File: src/pitb_pkg.sv
// Shared constants for the barycentric point-in-triangle unit.
package pitb_pkg;

  // Default coordinate width; valid range is 4 to 32 bits.
  localparam int CoordBitsDef = 16;

endpackage

File: src/pitb_mul.sv
// Three-stage signed multiplier built from half-width partial products.
module pitb_mul #(
  parameter int W = 36
) (
  input  logic                  clk_i,
  input  logic                  en_i,
  input  logic signed [W-1:0]   a_i,
  input  logic signed [W-1:0]   b_i,
  output logic signed [2*W-1:0] p_o
);
  import pitb_pkg::*;

  localparam int LoW = W / 2;
  localparam int HiW = W - LoW;

  logic signed [HiW-1:0]   a_hi, b_hi;
  logic        [LoW-1:0]   a_lo, b_lo;

  logic signed [2*HiW-1:0] hh_d, hh_q;
  logic        [2*LoW-1:0] ll_d, ll_q;
  logic signed [W:0]       c1_d, c1_q, c2_d, c2_q;

  logic signed [2*W-1:0]   hl_d, hl_q;
  logic signed [W+1:0]     mid_d, mid_q;

  logic signed [2*W-1:0]   mid_ext;
  logic signed [2*W-1:0]   p_d, p_q;

  assign a_hi = $signed(a_i[W-1:LoW]);
  assign b_hi = $signed(b_i[W-1:LoW]);
  assign a_lo = a_i[LoW-1:0];
  assign b_lo = b_i[LoW-1:0];

  // Partial products: high x high, low x low, and the two cross terms.
  always_comb begin
    hh_d = (2*HiW)'(a_hi) * (2*HiW)'(b_hi);
    ll_d = (2*LoW)'(a_lo) * (2*LoW)'(b_lo);
    c1_d = (W+1)'(a_hi) * $signed({1'b0, b_lo});
    c2_d = (W+1)'(b_hi) * $signed({1'b0, a_lo});
  end

  // Low product never exceeds its field, so high and low simply abut.
  always_comb begin
    hl_d  = $signed({hh_q, ll_q});
    mid_d = (W+2)'(c1_q) + (W+2)'(c2_q);
  end

  always_comb begin
    mid_ext = (2*W)'(mid_q);
    p_d     = hl_q + (mid_ext <<< LoW);
  end

  always_ff @(posedge clk_i) begin
    if (en_i) begin
      hh_q  <= hh_d;
      ll_q  <= ll_d;
      c1_q  <= c1_d;
      c2_q  <= c2_d;
      hl_q  <= hl_d;
      mid_q <= mid_d;
      p_q   <= p_d;
    end
  end

  assign p_o = p_q;
endmodule

File: config.mk
export PLATFORM = sky130hd
export DESIGN_NAME = pitb_mul
export DESIGN_NICKNAME = d
export VERILOG_FILES = /design/src/pitb_pkg.sv /design/src/pitb_mul.sv
export SDC_FILE = /design/constraint.sdc
export NUM_CORES = 2
export LEC_CHECK = 0
export BUFFER_PORTS_ARGS = -buffer_cell sky130_fd_sc_hd__buf_2
export CAP_MARGIN = 10
export CORE_UTILIZATION = 42
export DETAILED_ROUTE_END_ITERATION = 8
export GPL_ROUTABILITY_DRIVEN = 0
export PLACE_DENSITY = 0.6
export RECOVER_POWER = 25
export SLEW_MARGIN = 20
export SYNTH_ARGS = -nofsm -noshare
export SYNTH_HDL_FRONTEND = slang
export SYNTH_SLANG_ARGS = --single-unit
File: constraint.sdc
create_clock -name clk_i -period 6.4 [get_ports clk_i]
set_input_delay 0.64 -clock clk_i [delete_from_list [all_inputs] [get_ports clk_i]]
set_output_delay 0.64 -clock clk_i [all_outputs]
set_load 0.01 [all_outputs]
==> results.cfg <==
[outcome]
outcome = complete, but fails checks
violations = max-capacitance violations, max-slew violations

[global_route]
grt_max_degree = 137
overflow = 0
grt_pass1_wl_mm = 247
grt_pass1_vias = 44700
antenna_found_initial = 11
grtUsageTotal_pct = 22.4

[die]
num_rows = 137
die_h_um = 377
start_util_pct = 42.3
die-area_um2 = 142000
die_w_um = 377
core_um2 = 140000
io_pins = 146

[logic_synthesis]
synth.distinct_cells = 87
synth_nets = 7797
ys_top_cells_by_area = fa_1 (37%), edfxtp_1 (17%), ha_1 (12%)
synth.most_common_cell = inv_1
yosys_warnings = 0
ys_ff_latch = 328
synthArstFlopShare_pct = 0
ys_top_cells_by_count = inv_1 (1,332), fa_1 (1,099), nand2_1 (692), and2_1 (645), ha_1 (559)
avgSynthCellArea_um2 = 9.73
synth-main-ff-cell = edfxtp_1
yosysSeqAreaShare_pct = 16.7
synth_area_um2 = 59000
synthCells = 6065
synth_edf_count = 328
post-synth-top-area-cell = fa_1
synth_top_area_share_pct = 37.3

[worst_setup_path]
arrival_ps = 6580
crit_type = in -> reg
required_ps = 6750
start_kind = input pin
critical_path_peak_fanout = 8
crit_path_end_kind = flop

[timing]
relSlewSlack_pct = -216
worst_slack_ps = 170
finalSetupViolCount = 0
max_freq_mhz = 161
rsz0062_at_grt = yes
tns_ps = 0
min_period_ps = 6230
skew_ps = 25.1
period_share_pct = 97.3
final-max-slew-violation-count = 85
finalHoldViolations = 0
tightest_slew_ps = 4750

[place]
place_ws_ps = -773
numPortBuffers = 145
place_area_um2 = 66200
dp_hpwl_mm = 130

[run]
maxCapViolations = 1

[cts]
htree_num_levels = 2
numCtsBuffers = 41
clkTransAtPathRegs_ps = 60
clock_latency_ps = 620
root_buffer = clkbuf_16
cts_tree = yes
cts_buffer_depth = 3
hold_buffers = 0
cts.sinks = 328

[finish]
n_fill_cell = 13000
multi_input_area_um2 = 43300
finish.utilization_pct = 48.7
drive_above_1_share_pct = 13.7
syn2layout_area_growth_pct = 15.0
nets = 8317
fin_area_um2 = 67900
regArea_um2 = 9850

[route]
dr.pass1.iters = 6
first_iter_violations = 2582
wl_mm = 154
vias = 41800
drtAntennaViolNets = 0
drc = 0
viasPerCell = 4.93
wl_per_cell_um = 18.1

[min_path]
hold_class = reg -> reg
-- placed cells by master (no fill, tap or decap), types with 6 or more instances in the layout --
| cell type | n |
|---|---|
| or2_2 | 14 |
| a21o_1 | 105 |
| xor2_1 | 60 |
| and3_1 | 18 |
| o21ai_1 | 14 |
| buf_6 | 7 |
| a211oi_1 | 17 |
| clkbuf_4 | 24 |
| a21oi_1 | 166 |
| o21ai_0 | 89 |
| buf_2 | 107 |
| o31ai_1 | 7 |
| and4_1 | 8 |
| nand2_1 | 692 |
| buf_12 | 43 |
| o21a_1 | 19 |
| nand2b_1 | 43 |
| o211ai_1 | 10 |
| a31oi_1 | 29 |
| o21bai_1 | 29 |
| clkbuf_16 | 42 |
| buf_4 | 582 |
| fa_1 | 1098 |
| nor3_1 | 14 |
| and2_1 | 644 |
| ha_1 | 555 |
| nor2b_1 | 17 |
| or3_1 | 6 |
| xnor2_1 | 149 |
| a211o_1 | 9 |
| inv_1 | 1332 |
| edfxtp_1 | 328 |
| a21oi_2 | 11 |
| nor2_1 | 127 |
| clkinv_1 | 9 |
| nand4_1 | 23 |
| nand3_1 | 33 |
-- through the flow --
| step | std cells | hold WS [ps] |
|---|---|---|
| floorplan | 6065 | 400 |
| global placement | 8413 | 400 |
| detailed placement | 8413 | 405 |
| CTS | 8486 | 412 |
| global route | 8494 | 414 |
| finish | 8495 | 411 |
-- critical path: stages --
cell,delay (ps)
buf_2,170
buf_12,170
buf_12,130
and2_1,170
fa_1,440
fa_1,440
ha_1,300
inv_1,60
fa_1,500
inv_1,60
fa_1,520
inv_1,50
fa_1,470
inv_1,40
ha_1,280
a2111oi_0,350
o21ai_0,210
buf_4,190
nand3_1,150
nand3_2,150
a311oi_2,350
o21ai_2,100
a41oi_2,280
o21bai_1,90
a21oi_1,170
xnor2_1,80
-- final timing paths --
path | startpoint | end | slack, ps | depth (start not counted)
min reg2reg | hh_q[26]$_DFFE_PP_ | hl_q[62]$_DFFE_PP_ | 410 | 0
max reg2reg | hl_q[18]$_DFFE_PP_ | p_o[68]$_DFFE_PP_ | 2440 | 13
min | hh_q[26]$_DFFE_PP_ | hl_q[62]$_DFFE_PP_ | 410 | 0
max | b_i[7] | c1_q[34]$_DFFE_PP_ | 170 | 26
-- state kept, by name, indices dropped and copies added (netlist names) --
register / count
ll_q: 36
c2_q: 37
hl_q: 72
hh_q: 36
mid_q: 38
p_o: 72
c1_q: 37
-- timing repair --
item	4_1_cts	5_1_grt
endpoints found under the setup margin	6	34
pin swaps	0	20
buffers inserted	0	4
cloned	0	1
gates resized for setup	5	88
hold endpoints to repair	0	0
-- layout make-up --
cell class / instances / share of cell area [%]
Sequential cell: 328 / 14.5
Clock buffer: 44 / 1.53
Multi-Input combinational cell: 4116 / 63.8
Inverter: 1333 / 7.37
Clock inverter: 29 / 0.446
Antenna cell: 4 / 0.0147
Tap cell: 1876 / 3.46
Timing Repair Buffer: 765 / 8.92
-- cells by family (layout without fill, tap and decap cells) --
logic type               Yosys count  in the layout  synth area share, %
flip-flops                       328            328                 16.7
adder cells (fa/ha/maj)         1658           1658                 49.1
buffers and inverters           1621           2171                 10.3
multiplexers                       1              1               0.0170
XOR/XNOR                         209            209                 3.10
other                              0              4                    0
AND/OR/NAND/NOR                 1661           1661                 14.1
AO/OA/AOI/OAI                    587            587                 6.62
-- layer usage --
metal | vias up | global-route usage [%] | routed length (um)
li1 | 19600 | - | -
met1 | 21100 | 31.1 | 68900
met2 | 994 | 36.9 | 72100
met3 | 154 | 3.16 | 9140
met4 | 10 | 5.05 | 3440
met5 | - | 0 | 46
Power is left out: the tool's default activity adds up to more than one toggle a clock period on the data nets, which glitch-free logic cannot reach.
